<file path="config.mk">
export PLATFORM = sky130hd
export DESIGN_NAME = tcw_cfg
export DESIGN_NICKNAME = d
export VERILOG_FILES = /design/src/rtl/tcw_pkg.sv /design/src/rtl/tcw_cfg.sv
export SDC_FILE = /design/constraint.sdc
export NUM_CORES = 1
export LEC_CHECK = 0
export ABC_CLOCK_PERIOD_IN_PS = 1000
export BUFFER_PORTS_ARGS = -buffer_cell sky130_fd_sc_hd__buf_2
export CORE_MARGIN = 4
export CORE_UTILIZATION = 39
export CTS_BUF_LIST = sky130_fd_sc_hd__clkbuf_2 sky130_fd_sc_hd__clkbuf_4 sky130_fd_sc_hd__clkbuf_8
export CTS_CLUSTER_SIZE = 28
export DETAILED_ROUTE_END_ITERATION = 10
export PLACE_DENSITY = 0.82
export SYNTH_ARGS = -nofsm -noshare
export SYNTH_HDL_FRONTEND = slang
export SYNTH_SLANG_ARGS = --single-unit
</file>
<file path="constraint.sdc">
create_clock -name clk -period 1 [get_ports clk]
set_input_delay 0.25 -clock clk [delete_from_list [all_inputs] [get_ports clk]]
set_output_delay 0.25 -clock clk [all_outputs]
set_load 0.05 [all_outputs]
</file>
<file path="src/rtl/tcw_pkg.sv">
// Shared types and constants of the text console writer.
package tcw_pkg;

  // Operation codes carried with each input transaction.
  localparam logic [1:0] OP_PUT   = 2'd0;
  localparam logic [1:0] OP_CLEAR = 2'd1;
  localparam logic [1:0] OP_READ  = 2'd2;

  // Character codes with a special meaning.
  localparam logic [7:0] CHAR_NUL       = 8'h00;
  localparam logic [7:0] CHAR_NEWLINE   = 8'h0a;
  localparam logic [7:0] CHAR_BACKSPACE = 8'h08;
  localparam logic [7:0] CHAR_BLANK     = 8'h20;

  // Register indexes on the configuration port.
  localparam logic REG_TEXT_ATTR  = 1'b0;
  localparam logic REG_CLEAR_ATTR = 1'b1;

  // Reset values.
  localparam logic [7:0] TEXT_ATTR_RST   = 8'h0f;
  localparam logic [7:0] CLEAR_ATTR_RST  = 8'h02;
  localparam logic [7:0] SCREEN_ATTR_RST = 8'h02;

  // Configuration registers handed to the core.
  typedef struct packed {
    logic [7:0] text_attr;
    logic [7:0] clear_attr;
  } cfg_t;

  // One result transaction.
  typedef struct packed {
    logic        did_scroll;
    logic [10:0] cursor_pos;
    logic [7:0]  cell_attr;
    logic [7:0]  cell_char;
  } result_t;

endpackage

</file>
<file path="src/rtl/tcw_cfg.sv">
// Configuration register file behind the APB-style port.
module tcw_cfg (
  input  logic              clk,
  input  logic              rst,
  input  logic              psel,
  input  logic              penable,
  input  logic              pwrite,
  input  logic [2:0]        paddr,
  input  logic [31:0]       pwdata,
  output logic [31:0]       prdata,
  output logic              pready,
  output tcw_pkg::cfg_t     cfg
);
  import tcw_pkg::*;

  logic wr_en;

  // A write completes in the access phase; the port never waits.
  assign pready = 1'b1;
  assign wr_en  = psel && penable && pwrite && pready;

  // Register writes, decoded on the word address bit.
  always_ff @(posedge clk) begin
    if (rst) begin
      cfg.text_attr  <= TEXT_ATTR_RST;
      cfg.clear_attr <= CLEAR_ATTR_RST;
    end else if (wr_en) begin
      unique case (paddr[2])
        REG_TEXT_ATTR:  cfg.text_attr  <= pwdata[7:0];
        REG_CLEAR_ATTR: cfg.clear_attr <= pwdata[7:0];
        default: ;
      endcase
    end
  end

  // Read-back of the addressed register.
  always_comb begin
    unique case (paddr[2])
      REG_TEXT_ATTR:  prdata = {24'd0, cfg.text_attr};
      REG_CLEAR_ATTR: prdata = {24'd0, cfg.clear_attr};
      default:        prdata = 32'd0;
    endcase
  end

endmodule

</file>
# After elaboration in Yosys (flattened, before gate mapping)
# Cells that the tools add are included.
[op_classes] addsub=0 n_mul=0 div=0 magnitude_cmp=0 eq_ne=0 shift=0 muxes=1 bitwise=1 n_reduce_logical=4
[ops] operator="case mux 32 bit (2 select lines)" n=1
[ops] operator="AND reduction 2 bit" n=2
[ops] operator="logical AND 1 bit" n=2
[ops] operator="inverter 1 bit" n=1
[totals] reg_bits=16 latchBits=0 mem_bits_rw=0 rom_bits=0 in_bits=40 out_inout_bits=49 word_cells=8 n_memories=0

# Longest topological paths before layout
[depth] depth_word=3 ltp_mapped=4 ltp_nobuf=2

# Least setup slack after synthesis
# OpenSTA, ideal clock, no wires.
[synth_path] path_kind="register -> output" startpoint="register cfg[0] (netlist name)" endpoint="output prdata[0]" arrival_time_ns=1.049 required_time_ns=0.750 path_slack_ns=-0.299 path_stages_with_launch=2 path_buffers=0 cell_sequence="dfxtp_1 > mux2_2"
[synth_between] elab_chain_len=1
[synth_rtl] element="from (decl)" line="tcw_cfg.sv:12" rtl="output tcw_pkg::cfg_t cfg"
[synth_rtl] element="case mux 32 bit (2 select lines)" line="tcw_cfg.sv:38" rtl="unique case (paddr[2])"
[synth_rtl] element="to (decl)" line="tcw_cfg.sv:10" rtl="output logic [31:0] prdata,"
# Every way passes these cells. The select of a mux whose other input is x is not followed.

# Worst setup path in the final report
[layout_path] startpoint="register cfg[12] (netlist name)" endpoint="output prdata[4]"
# Same word-level chain as after synthesis.

==> metrics list <==
* Area of the multi-input gates: 566.8 um2
* Sequential cell area in the final layout: 380.4 um2
* Required time at the endpoint of the critical path: 0.75 ns
- The floorplan step set the die width to 58.85 um.
- Gate Count Post-Synth: 103
- Number of fillers in the final layout: 183
- Using the TritonRoute via totals, the vias-per-cell ratio works out to 4.319.
- Worst Setup Start Kind: flop
* Hold-fix buffers, CTS: 0
- Kind of end point of the critical path: primary output
* All-layer global routing usage: 0.1315
- Clock Skews: 0 ns
- Hold Slack: 0.2226 ns
- Crit path largest cell delay: 0.35 ns
* Post-synth EDFFs: 0
- Total wirelength of the detailed-routed design: 2401 um
* Number of clock sinks seen by CTS: 16
- 89 I/O pins were placed.
- # Max-Cap Violations: 0
* Initial Utilization: 0.4071
- Summed over all nets, the half-perimeter wirelength after detailed placement is 1683 um.
* Number of cells after detailed placement: 180
- IR analysis of the VDD net gives a maximum drop of 0.6692 mV.
* Detailed Routing Iterations Pass 1: 4
- The worst setup path is of the reg -> out kind.
* Unrepaired setup endpoints after global routing: true
- Summing internal, switching and leakage power gives 1531 uW.
- The first global-routing pass estimated 3463 um of wire.
* Cell-by-cell trace of the critical path: mux2_4, buf_6
- Post-Synthesis Mean Instance Area: 9.791 um2
- For this run, design rule violations remaining after detail routing come to 0.
- Along the worst path, the maximum fanout reaches 2.
- The final layout contains 202 nets.
- The area growth from synthesis to layout is 62.41%.
- Leakage power of the design: 0.0007860 uW
* Synth Flop Type: sky130_fd_sc_hd__dfxtp_1
* Run status: complete, but fails checks
* Post-place setup slack: -0.3339 ns
- Number of buffers on the longest clock path: 2
- Grt total ovfl: 0
- Final Hold Violating Endpoints: 0
- The routed layout has 825 vias.
* Distinct cell type count of the synthesized netlist: 15
- The checks that failed: setup timing.
- Initial antenna violation count: 0
* Fin worst setup slack: -0.3129 ns
- Share of synthesized registers carrying an async set or reset: 0
- The max-slew violation count was 0.
- P per Cell Area: 934.9 nW/um2
* Signal arrival time at the worst endpoint: 1.06 ns
* Clk slew on worst S/H paths: 0.09 ns
- Std-Cell Rows: 18
- The largest registers in the layout are cfg: 16 flops.
- Iteration-0 DRC count of the detailed router: 25
- Ant diodes: 0
- Largest net degree at the start of global routing: 28
- Setup TNS: -4.705 ns
- Count of final setup violators: 24
* Number of flip-flops in the largest register: 16
- In this run the number of H-tree levels came out at 1.
- In the final routed layout, each cell accounts on average for 12.57 um.
- Number of synthesis warnings: 0
- Ratio of cells with drive above 1 in the final layout: 0.5714
* Clock latency on the worst-skew pair: 0.27 ns
- Excluding fillers, the count of instances in the completed layout stands at 191.
- Derived from the worst setup path, the maximum achievable clock frequency is 761.7 MHz.
- The share of the Yosys chip area taken by registers is 0.3176.
* Largest register by flop count: cfg
* Kind of path behind the tightest hold check: in -> reg
- Height of the die: 58.85 um
- Overall die area: 3463 um2
- Library cell used as clock root buffer: sky130_fd_sc_hd__clkbuf_4
- Number of register bits inferred by synthesis: 16
- After synthesis the cells add up to 1008 um2.
* Core area: 2477 um2
- Final GP Congestion: 0.6600
* Part of the cycle the worst path needs: 1.313
* Count of input and output buffers: 37
- Slowest library cell on the worst path: sky130_fd_sc_hd__dfxtp_4
- The number of clock buffers added by TritonCTS is 3.
* Count of nets left with antenna violations after detail routing: 0
- The via count of the first global-routing pass was 794.
- Final critical path time including I/O delays and setup: 1.313 ns
- TritonCTS built the clock tree.
-- per-stage QoR --
stage	cell area [um2]	utilization
finish	1638	0.6611
global route	1638	0.6611
CTS	1590	0.6419
detailed placement	1305	0.5268
global placement	1305	0.5268
floorplan	1194	-
-- cells in the mapped netlist, types with 2 or more instances --
cell                       count  area [um2]
sky130_fd_sc_hd__buf_2         2       10.01
sky130_fd_sc_hd__buf_4        25       187.7
sky130_fd_sc_hd__conb_1        2       7.510
sky130_fd_sc_hd__dfxtp_1      16       320.3
sky130_fd_sc_hd__mux2_2        8       90.09
sky130_fd_sc_hd__mux2i_1      16       160.2
sky130_fd_sc_hd__nand2b_1     18       112.6
sky130_fd_sc_hd__nor2_1        9       33.78
-- area by class of cell --
class                      instances  area share
tap                               30     0.02292
sequential                        16      0.2322
timing repair buffer              62      0.3827
multi-input combinational         79      0.3461
clock inverter                     1    0.002292
clock buffer                       3     0.01375
-- what timing repair did --
action / CTS / global route
cloned: 0 / 0
pin swaps: 0 / 1
endpoints found under the setup margin: 24 / 27
gates resized for setup: 71 / 9
setup buffers: 3 / 8
-- cell usage in the layout (no fill, tap or decap), types with 4 or more instances in the layout --
master / n
sky130_fd_sc_hd__conb_1: 25
sky130_fd_sc_hd__buf_6: 23
sky130_fd_sc_hd__nand2b_1: 18
sky130_fd_sc_hd__mux2i_1: 16
sky130_fd_sc_hd__dfxtp_4: 16
sky130_fd_sc_hd__buf_8: 14
sky130_fd_sc_hd__buf_2: 12
sky130_fd_sc_hd__buf_4: 12
sky130_fd_sc_hd__nor2_1: 9
sky130_fd_sc_hd__mux2_4: 8
sky130_fd_sc_hd__clkbuf_4: 4
-- worst max-delay path: cells and delay by family (launching register included) --
family	cells	cell delay [ns]
buffers and inverters	1	0.15
DFF	1	0.35
muxes	1	0.27
-- metal layers --
metal	up-vias	wire [um]	track usage
li1	399	-	-
met5	-	0	0
met3	0	205	0.02632
met4	0	0	0.03883
met2	37	1308	0.2524
met1	389	887	0.1425
-- where the power goes --
part	internal, uW	switching [uW]
logic	174	397
clock network	145	189
registers	618	9.86
-- logic make-up (layout without fill, tap and decap cells) --
group	after synthesis	after routing	share of synthesized area
other cells	2	25	0.007447
buf+inv	31	66	0.2357
simple gates	30	30	0.1911
flops	16	16	0.3176
mux	24	24	0.2481
-- final timing paths --
| kind | from | endpoint | slack, ns | depth (start not counted) |
|---|---|---|---|---|
| worst min-delay path | pwdata[3] | cfg[3] | 0.22 | 3 |
| worst max register to register | cfg[8] | cfg[8] | 0.13 | 4 |
| worst max-delay path | cfg[12] | prdata[4] | -0.31 | 2 |
| worst min register to register | cfg[12] | cfg[12] | 0.61 | 3 |
(Power assumes the default switching activity.)
