### config.mk
export PLATFORM = sky130hd
export DESIGN_NAME = tcw_obuf
export DESIGN_NICKNAME = d
export VERILOG_FILES = /design/src/rtl/tcw_pkg.sv /design/src/rtl/tcw_obuf.sv
export SDC_FILE = /design/constraint.sdc
export NUM_CORES = 1
export LEC_CHECK = 0
export BUFFER_PORTS_ARGS = -buffer_cell sky130_fd_sc_hd__buf_2
export CORE_AREA = 2 2 52 54
export DETAILED_ROUTE_END_ITERATION = 6
export DIE_AREA = 0 0 54 56
export GPL_TIMING_DRIVEN = 0
export HOLD_SLACK_MARGIN = 0.06
export PLACE_DENSITY_LB_ADDON = 0.05
export RECOVER_POWER = 50
export SLEW_MARGIN = 20
export SYNTH_ARGS = -nofsm -noshare
export SYNTH_HDL_FRONTEND = slang
export SYNTH_SLANG_ARGS = --single-unit
### constraint.sdc
create_clock -name clk -period 1.44 [get_ports clk]
set_input_delay 0.288 -clock clk [delete_from_list [all_inputs] [get_ports clk]]
set_output_delay 0.288 -clock clk [all_outputs]
set_load 0.01 [all_outputs]
### src/rtl/tcw_pkg.sv
// Shared types and constants of the text console writer.
package tcw_pkg;

  // Operation codes carried with each input transaction.
  localparam logic [1:0] OP_PUT   = 2'd0;
  localparam logic [1:0] OP_CLEAR = 2'd1;
  localparam logic [1:0] OP_READ  = 2'd2;

  // Character codes with a special meaning.
  localparam logic [7:0] CHAR_NUL       = 8'h00;
  localparam logic [7:0] CHAR_NEWLINE   = 8'h0a;
  localparam logic [7:0] CHAR_BACKSPACE = 8'h08;
  localparam logic [7:0] CHAR_BLANK     = 8'h20;

  // Register indexes on the configuration port.
  localparam logic REG_TEXT_ATTR  = 1'b0;
  localparam logic REG_CLEAR_ATTR = 1'b1;

  // Reset values.
  localparam logic [7:0] TEXT_ATTR_RST   = 8'h0f;
  localparam logic [7:0] CLEAR_ATTR_RST  = 8'h02;
  localparam logic [7:0] SCREEN_ATTR_RST = 8'h02;

  // Configuration registers handed to the core.
  typedef struct packed {
    logic [7:0] text_attr;
    logic [7:0] clear_attr;
  } cfg_t;

  // One result transaction.
  typedef struct packed {
    logic        did_scroll;
    logic [10:0] cursor_pos;
    logic [7:0]  cell_attr;
    logic [7:0]  cell_char;
  } result_t;

endpackage

### src/rtl/tcw_obuf.sv
// Output register that holds a result until the master side takes it.
module tcw_obuf (
  input  logic               clk,
  input  logic               rst,
  input  logic               res_valid,
  output logic               res_ready,
  input  tcw_pkg::result_t   res,
  output logic               m_tvalid,
  input  logic               m_tready,
  output logic [31:0]        m_tdata
);
  import tcw_pkg::*;

  result_t held;

  assign res_ready = !m_tvalid || m_tready;
  assign m_tdata   = {4'd0, held};

  // Load a new result whenever the slot is free or being emptied.
  always_ff @(posedge clk) begin
    if (rst) begin
      m_tvalid <= 1'b0;
    end else if (res_valid && res_ready) begin
      m_tvalid <= 1'b1;
    end else if (m_tready) begin
      m_tvalid <= 1'b0;
    end
  end

  // Payload holds while a transaction waits.
  always_ff @(posedge clk) begin
    if (res_valid && res_ready) begin
      held <= res;
    end
  end

endmodule

# After elaboration in Yosys (flattened, before gate mapping)
# Index checks and enable logic that the tools add are counted.
dict set report word_totals {
  output_inout_bits 34
  word_cells 11
  inputBits 32
  reg_bits 29
}
dict set report classes {
  muxes 2
  n_reduce_logical 4
}
# op count
set ops {}
lappend ops {{$mux 1} 2}
lappend ops {{$reduce_bool 2->1} 1}
lappend ops {{$logic_and 1x1->1} 1}
lappend ops {{$logic_not 1->1} 1}
lappend ops {{$logic_or 1x1->1} 1}

# Depth between registers and ports, before layout
# Gate-level depths: netlist (run 1).
dict set report depth {
  depth_word 4
  depth_mapped 2
  depth_no_buf 2
}

# Worst setup path before layout (run 1)
# No wires, ideal clock.
dict set report synth_path {
  path_kind {register to register}
  startpoint {reg m_tvalid}
  endpoint {reg held (netlist bit m_tdata[0]), enable pin}
  setup_slack_ns 0.341
  setup_time_ns 0.333
  required_ns 1.107
  path_buffers 0
  synth_period_minus_slack_ns 1.099
  path_stages_with_launch 3
  t_arrival_ns 0.766
  path_cell_list {dfxtp_1 nand2b_4 and2_4}
}
dict set report synth_between {
  elab_chain_len 3
}
# item line
set synth_lines {}
lappend synth_lines {{start, declared} tcw_obuf.sv:8} ;# output logic m_tvalid,
lappend synth_lines {{start signal, assigned} tcw_obuf.sv:22} ;# m_tvalid <= 1'b0;
lappend synth_lines {{start signal, assigned} tcw_obuf.sv:24} ;# m_tvalid <= 1'b1;
lappend synth_lines {{start signal, assigned} tcw_obuf.sv:26} ;# m_tvalid <= 1'b0;
lappend synth_lines {{$logic_not 1->1} tcw_obuf.sv:16} ;# assign res_ready = !m_tvalid || m_tready;
lappend synth_lines {{$logic_or 1x1->1} tcw_obuf.sv:16}
lappend synth_lines {{via res_ready} tcw_obuf.sv:6} ;# output logic res_ready,
lappend synth_lines {{$logic_and 1x1->1} tcw_obuf.sv:32} ;# if (res_valid && res_ready) begin
lappend synth_lines {{end signal, assigned} tcw_obuf.sv:33} ;# held <= res;
lappend synth_lines {{end, declared} tcw_obuf.sv:14} ;# result_t held;
# The timed path passes the listed nets, and every way through them passes these cells.
# A chain may end at the register's enable or synchronous reset.

# Final worst setup path (run 1)
dict set report layout_path {
  startpoint {reg m_tvalid}
  endpoint {out res_ready}
}
dict set report layout_between {
  elab_chain_len 2
}
# item line
set layout_lines {}
lappend layout_lines {{$logic_not 1->1} tcw_obuf.sv:16}
lappend layout_lines {{$logic_or 1x1->1} tcw_obuf.sv:16}
lappend layout_lines {{end, declared} tcw_obuf.sv:6}
# Every way passes these cells.

==> results of run 1 <==
## power by group through the flow
stage	Clock (mW)	Sequential [mW]	Combinational (mW)
after floorplan	0	1.04	0.0351
after global placement	0	1.01	0.152
after detailed placement	0	1.01	0.154
after CTS	0.433	0.994	0.154
after global routing	0.468	1.00	0.161
final	0.414	0.993	0.145
## area by class of cell
cell class	count	area, µm²	share of cell area
Clock inverter	1	3.75	0.00287
Buffer	4	30.0	0.0230
Multi-Input combinational cell	7	41.3	0.0316
Timing Repair Buffer	61	288	0.220
Tap cell	30	37.5	0.0287
Inverter	1	3.75	0.00287
Clock buffer	6	41.3	0.0316
Sequential cell	29	861	0.659
## sequential cells by signal, indices dropped and copies added, names as in the netlist
name      count
m_tdata      28
m_tvalid      1
## worst register-to-register path, delay by kind of cell, from the launching register on
family / cells / cell delay, ns
DFF: 1 / 0.32
and+or+nand+nor: 2 / 0.47
## placed cells by master, fill, tap and decap left out
| master | synthesis | layout |
|---|---|---|
| clkbuf_1 | 0 | 15 |
| and2_4 | 1 | 1 |
| clkbuf_4 | 0 | 5 |
| nand2b_2 | 0 | 1 |
| conb_1 | 1 | 4 |
| dfxtp_1 | 1 | 1 |
| edfxtp_1 | 28 | 28 |
| buf_4 | 4 | 4 |
| buf_2 | 0 | 47 |
| inv_1 | 1 | 1 |
| a21oi_2 | 1 | 1 |
| clkinv_1 | 0 | 1 |
## worst paths after layout
kind | from | to | slack (ns) | cells after the start
max | m_tvalid$_SDFFE_PP0P_ | res_ready | 0.27 | 2
min | rst | m_tvalid$_SDFFE_PP0P_ | 0.13 | 2
max reg2reg | m_tvalid$_SDFFE_PP0P_ | m_tdata[0]$_DFFE_PP_ | 0.31 | 2
min reg2reg | m_tvalid$_SDFFE_PP0P_ | m_tvalid$_SDFFE_PP0P_ | 0.50 | 2
## cells by family (layout without fill, tap and decap cells)
logic type | after synthesis | in the layout | synth area share
flops | 29 | 29 | 0.926
compound gates | 1 | 1 | 0.00942
buf+inv | 5 | 73 | 0.0363
other cells | 1 | 4 | 0.00403
simple gates | 2 | 2 | 0.0242
## layer usage
metal / GRT usage / part of all wire / up-vias
met5: 0 / 0 / -
met4: 0.0536 / 0.014 / 0
met3: 0.0591 / 0.12 / 3
met2: 0.200 / 0.53 / 37
met1: 0.109 / 0.34 / 259
li1: - / - / 274
==> metrics.md, run 1 <==
| Metric | Value |
|---|---|
| Class of the worst hold path | `in2reg` |
| Overflow after GRT | `0` |
| FILL cells | `between 200 and 250` |
| Post-synthesis sequential area ratio | `0.926` |
| Core Region | `around 2400 µm²` |
| Area Overhead vs Synth | `40.5%` |
| Setup TNS | `0 ns` |
| Number of global-route vias before repair | `about 580` |
| Combinational Power Share | `0.093` |
| Share of cells above drive strength 1 | `0.541` |
| Most frequent cells after synthesis | `28 x edfxtp_1, 4 x buf_4` |
| I/O Pins | `66` |
| Fin crit period | `about 1.2 ns` |
| DIE AREA | `approximately 3000 µm²` |
| Int Pwr | `between 1 and 1.5 mW` |
| Highest Clock Rate | `approximately 860 MHz` |
| Yosys cell types | `8` |
| Final wirelength | `around 1600 µm` |
| RSZ-0062 raised after global routing | `false` |
| First-pass GRT wire length | `2420 µm` |
| CTS max path bufs | `2` |
| Cells after DPL | `between 100 and 150` |
| Placed cell area | `between 1000 and 1500 µm²` |
| Final design utilization | `0.537` |
| Drt pass-1 iters | `4` |
| TritonCTS clock tree | `built` |
| Cell taking the most area after synthesis | `edfxtp_1` |
| Psw | `~0.33 mW` |
| Layout Cells excl Fill | `approximately 140` |
| Initial antenna violation count | `0` |
| Maxcap violations | `0` |
| Die height | `56 µm` |
| # resized after CTS | `0` |
| Die Wd | `between 50 and 60 µm` |
| Final Cell Area | `~1300 µm²` |
| Leakage Power | `between 0.5 and 0.6 nW` |
| Antenna cells | `0` |
| Max Fanout on Critical Path | `3` |
| Crit path cell chain | `nand2b_2 -> buf_2` |
| # rows | `18` |
| Final hold slack | `~0.13 ns` |
| Final Hold Viols | `0` |
| Yosys top cell area share | `0.904` |
| Total clock sinks | `29` |
| Synth Register Bits | `29` |
| Synth top area cells | `edfxtp_1 90%, buf_4 3.2%, dfxtp_1 2.2%` |
| Critical path's top delay family | `flip-flops` |
| Sw frac | `0.211` |
| Type of the worst setup path | `reg2out` |
| Most frequent cell after synthesis | `edfxtp_1` |
| Clock share of power | `0.267` |
| Seq pwr share | `0.640` |
| YS warnings | `0` |
| Vias | `between 500 and 600` |
| Power, Total | `roughly 1.6 mW` |
| Fin crit share | `0.810` |
| Hold_buf cts | `0` |
| Post-Syn Area | `930 µm²` |
| Cells after synthesis | `38` |
| Crit end category | `primary output` |
| Worst VDD drop | `~700 µV` |
| Pre-CTS setup slack | `between 0.2 and 0.25 ns` |
| Worst endpoint data arrival time | `between 0.8 and 0.9 ns` |
| Antenna Nets Post-Route | `0` |
| Buf/Inv on CP | `1` |
| Clock transition at the registers of the reported paths | `about 0.080 ns` |
| CTS Buf Count | `5` |
| Root buf cell | `clkbuf_4` |
| Worst-Skew Late Latency | `0.31 ns` |
| Status | `finished, final reports clean` |
| Worst stage delay on the critical path | `between 0.3 and 0.4 ns` |
| Worst path slowest cell | `dfxtp_1` |
| Starting DRC count in detailed routing | `12` |
| Largest net degree at the start of global routing | `29` |
| Setup ws final | `~0.27 ns` |
| Routability cong. | `between 0.6 and 0.7` |
| Post-synth ARST share | `0` |
| Setup bufs post-CTS | `0` |
| DRC errors left | `0` |
| Final-report setup violation count | `0` |
| Crit start category | `flip-flop` |
| H-tree depth | `2` |
| Port-buffer cells | `61` |
| Mean Syn Cell Area | `24.5 µm²` |
| Cell Pwr Density | `about 1200 nW/µm²` |
| Drt wl/cell | `about 11 µm` |
| DR vias/cell | `between 4 and 5` |
| Max-slew violations | `0` |
| Post-synth top flop | `edfxtp_1` |
| Initial Util | `0.382` |
| GRT Overall Usage | `0.116` |
| Required time worst endpoint | `between 1 and 1.5 ns` |
| EDFF count, synth | `28` |
| Worst Clk Skew | `about 0.0084 ns` |
| Nets | `between 100 and 150` |
Power figures use the tool's default switching activity.
==> run 2: changes to the inputs <==
CORE_AREA = 2 2 55 57   (was 2 2 52 54)
DIE_AREA = 0 0 57 59   (was 0 0 54 56)
clock period = 1 ns   (was 1.44 ns; I/O delays follow)
==> metrics.md, run 2 (same netlist as run 1, synthesis figures left out) <==
| Metric | Value |
|---|---|
| Number of global-route vias before repair | `690 (+20%)` |
| FILL cells | `236 (+4.9%)` |
| Leakage Power | `0.732 nW (+32%)` |
| I/O Pins | `66 (unchanged)` |
| Worst Clk Skew | `0.00607 ns (-0.00229 ns)` |
| Highest Clock Rate | `between 900 and 1000 MHz` |
| Status | `finished, violations left` |
| Crit path cell chain | `nand2b_4 -> buf_6` |
| Share of cells above drive strength 1 | `0.543 (+0.00157)` |
| Max reg flops | `28 (unchanged)` |
| Maxcap violations | `0 (unchanged)` |
| Max Fanout on Critical Path | `4 (+1)` |
| Starting DRC count in detailed routing | `8 (-4)` |
| Initial antenna violation count | `0 (unchanged)` |
| Placed cell area | `1290 µm² (+0.19%)` |
| Crit start category | `flip-flop` |
| Root buf cell | `clkbuf_4` |
| Setup ws final | `-0.0613 ns (-0.336 ns)` |
| CTS Buf Count | `5 (unchanged)` |
| Routability cong. | `0.556 (-11%)` |
| Class of the worst hold path | `in2reg` |
| Fin crit share | `1.06` |
| Worst VDD drop | `1120 µV (+60%)` |
| # rows | `19 (+1)` |
| Critical path's top delay family | `flip-flops` |
| Failing checks | `setup timing` |
| Clock transition at the registers of the reported paths | `0.08 ns (about the same)` |
| Die Wd | `57 µm (+5.6%)` |
| Nets | `172 (+22%)` |
| Cell Pwr Density | `1440 nW/µm² (+21%)` |
| Vias | `698 (+22%)` |
| Required time worst endpoint | `0.80 ns (-0.35 ns)` |
| Max-slew violations | `0 (unchanged)` |
| First-pass GRT wire length | `3260 µm (+35%)` |
| Port-buffer cells | `61 (unchanged)` |
| Initial Util | `0.343 (-0.0392)` |
| Worst path slowest cell | `dfxtp_2` |
| DRC errors left | `0 (unchanged)` |
| TritonCTS clock tree | `built` |
| Drt pass-1 iters | `3 (-1)` |
| H-tree depth | `2 (unchanged)` |
| Layout Cells excl Fill | `171 (+23%)` |
| Final Hold Viols | `0 (unchanged)` |
| Pre-CTS setup slack | `-0.138 ns (-0.360 ns)` |
| Antenna Nets Post-Route | `0 (unchanged)` |
| RSZ-0062 raised after global routing | `true` |
| Buf/Inv on CP | `1 (unchanged)` |
| DR vias/cell | `4.08 (-0.98%)` |
| Die height | `59 µm (+5.4%)` |
| Final wirelength | `2100 µm (+32%)` |
| Final hold slack | `0.140 ns (+0.0142 ns)` |
| Total clock sinks | `29 (unchanged)` |
| DIE AREA | `3360 µm² (+11%)` |
| Overflow after GRT | `0 (unchanged)` |
| Crit end category | `primary output` |
| Final HPWL from detailed placement | `~1200 µm` |
| Type of the worst setup path | `reg2out` |
| Antenna cells | `0 (unchanged)` |
| Worst stage delay on the critical path | `0.35 ns (about the same)` |
| Final-report setup violation count | `36 (+36)` |
| Cells after DPL | `133 (+0.76%)` |
| Largest net degree at the start of global routing | `15 (-48%)` |
| GRT Overall Usage | `0.139 (+0.0223)` |
| Drt wl/cell | `12.3 µm (+7.0%)` |
| Core Region | `2710 µm² (+11%)` |
| Power, Total | `2.36 mW (+52%)` |
| Worst-Skew Late Latency | `0.31 ns (about the same)` |
| Commonest non-fill, non-tap cell in the layout | `buf_2` |
| Fin crit period | `1.06 ns` |
| Final Cell Area | `1640 µm² (+26%)` |
| Most frequent cells in the layout | `60 x buf_2, 29 x dlygate4sd3_1, 28 x edfxtp_1` |
| Worst endpoint data arrival time | `0.86 ns (-0.02 ns)` |
| Area Overhead vs Synth | `76.9%` |
| CTS max path bufs | `2 (unchanged)` |
run 2: cell count changes in the layout (fill, tap and decap cells not counted), sizes merged:
cell,before,now
dlygate4sd3,0,29
and2,1,2
buf,51,66
clkbuf,20,6
run 2: repair_timing:
item                       CTS  global route
setup buffers                1             0
gates resized for setup      2             0
hold buffers                29             0
pin swaps                    2             1
hold endpoints to repair    29             0
setup endpoints to repair   58            58
cloned                       1             0
run 2: path summary, 6_finish.rpt:
check / slack (ns) / endpoint / depth (start not counted) / start
max reg2reg: -0.01 / m_tdata[19]$_DFFE_PP_ / 2 / m_tvalid$_SDFFE_PP0P_
min: 0.14 / m_tvalid$_SDFFE_PP0P_ / 3 / res_valid
max: -0.06 / res_ready / 2 / m_tvalid$_SDFFE_PP0P_
min reg2reg: 0.60 / m_tvalid$_SDFFE_PP0P_ / 3 / m_tvalid$_SDFFE_PP0P_
run 2: routing by layer:
layer / vias to the layer above / part of all wire / track usage
met5: - / 0 / 0
li1: 342 / - / -
met2: 38 / 0.55 / 0.250
met3: 0 / 0.097 / 0.0808
met1: 318 / 0.36 / 0.135
met4: 0 / 0 / 0.0399
run 2: area by class of cell:
| cell class | count | area [µm²] | share of cell area |
|---|---|---|---|
| Sequential cell | 29 | 862 | 0.524 |
| Timing Repair Buffer | 91 | 609 | 0.371 |
| Multi-Input combinational cell | 8 | 55.1 | 0.0335 |
| Clock buffer | 6 | 41.3 | 0.0251 |
| Tap cell | 31 | 38.8 | 0.0236 |
| Buffer | 4 | 30.0 | 0.0183 |
| Clock inverter | 1 | 3.75 | 0.00228 |
| Inverter | 1 | 3.75 | 0.00228 |
run 2: tightest hold or removal path, stage by stage:
cell     delay (ns)
buf_2          0.12
inv_1          0.06
a21oi_2        0.04
run 2: power by group:
part | internal (mW) | switching (mW) | leakage [nW]
Combinational | 0.186 | 0.134 | 0.427
Clock | 0.254 | 0.358 | 0.0258
Sequential | 1.41 | 0.0160 | 0.279
run 2: stage by stage:
step           utilization  setup TNS, ns
6_report             0.607         -0.657
5_1_grt              0.607          -3.09
4_1_cts              0.607          -1.46
3_5_place_dp         0.475          -3.84
3_3_place_gp         0.475          -3.45
2_1_floorplan            -          -1.94
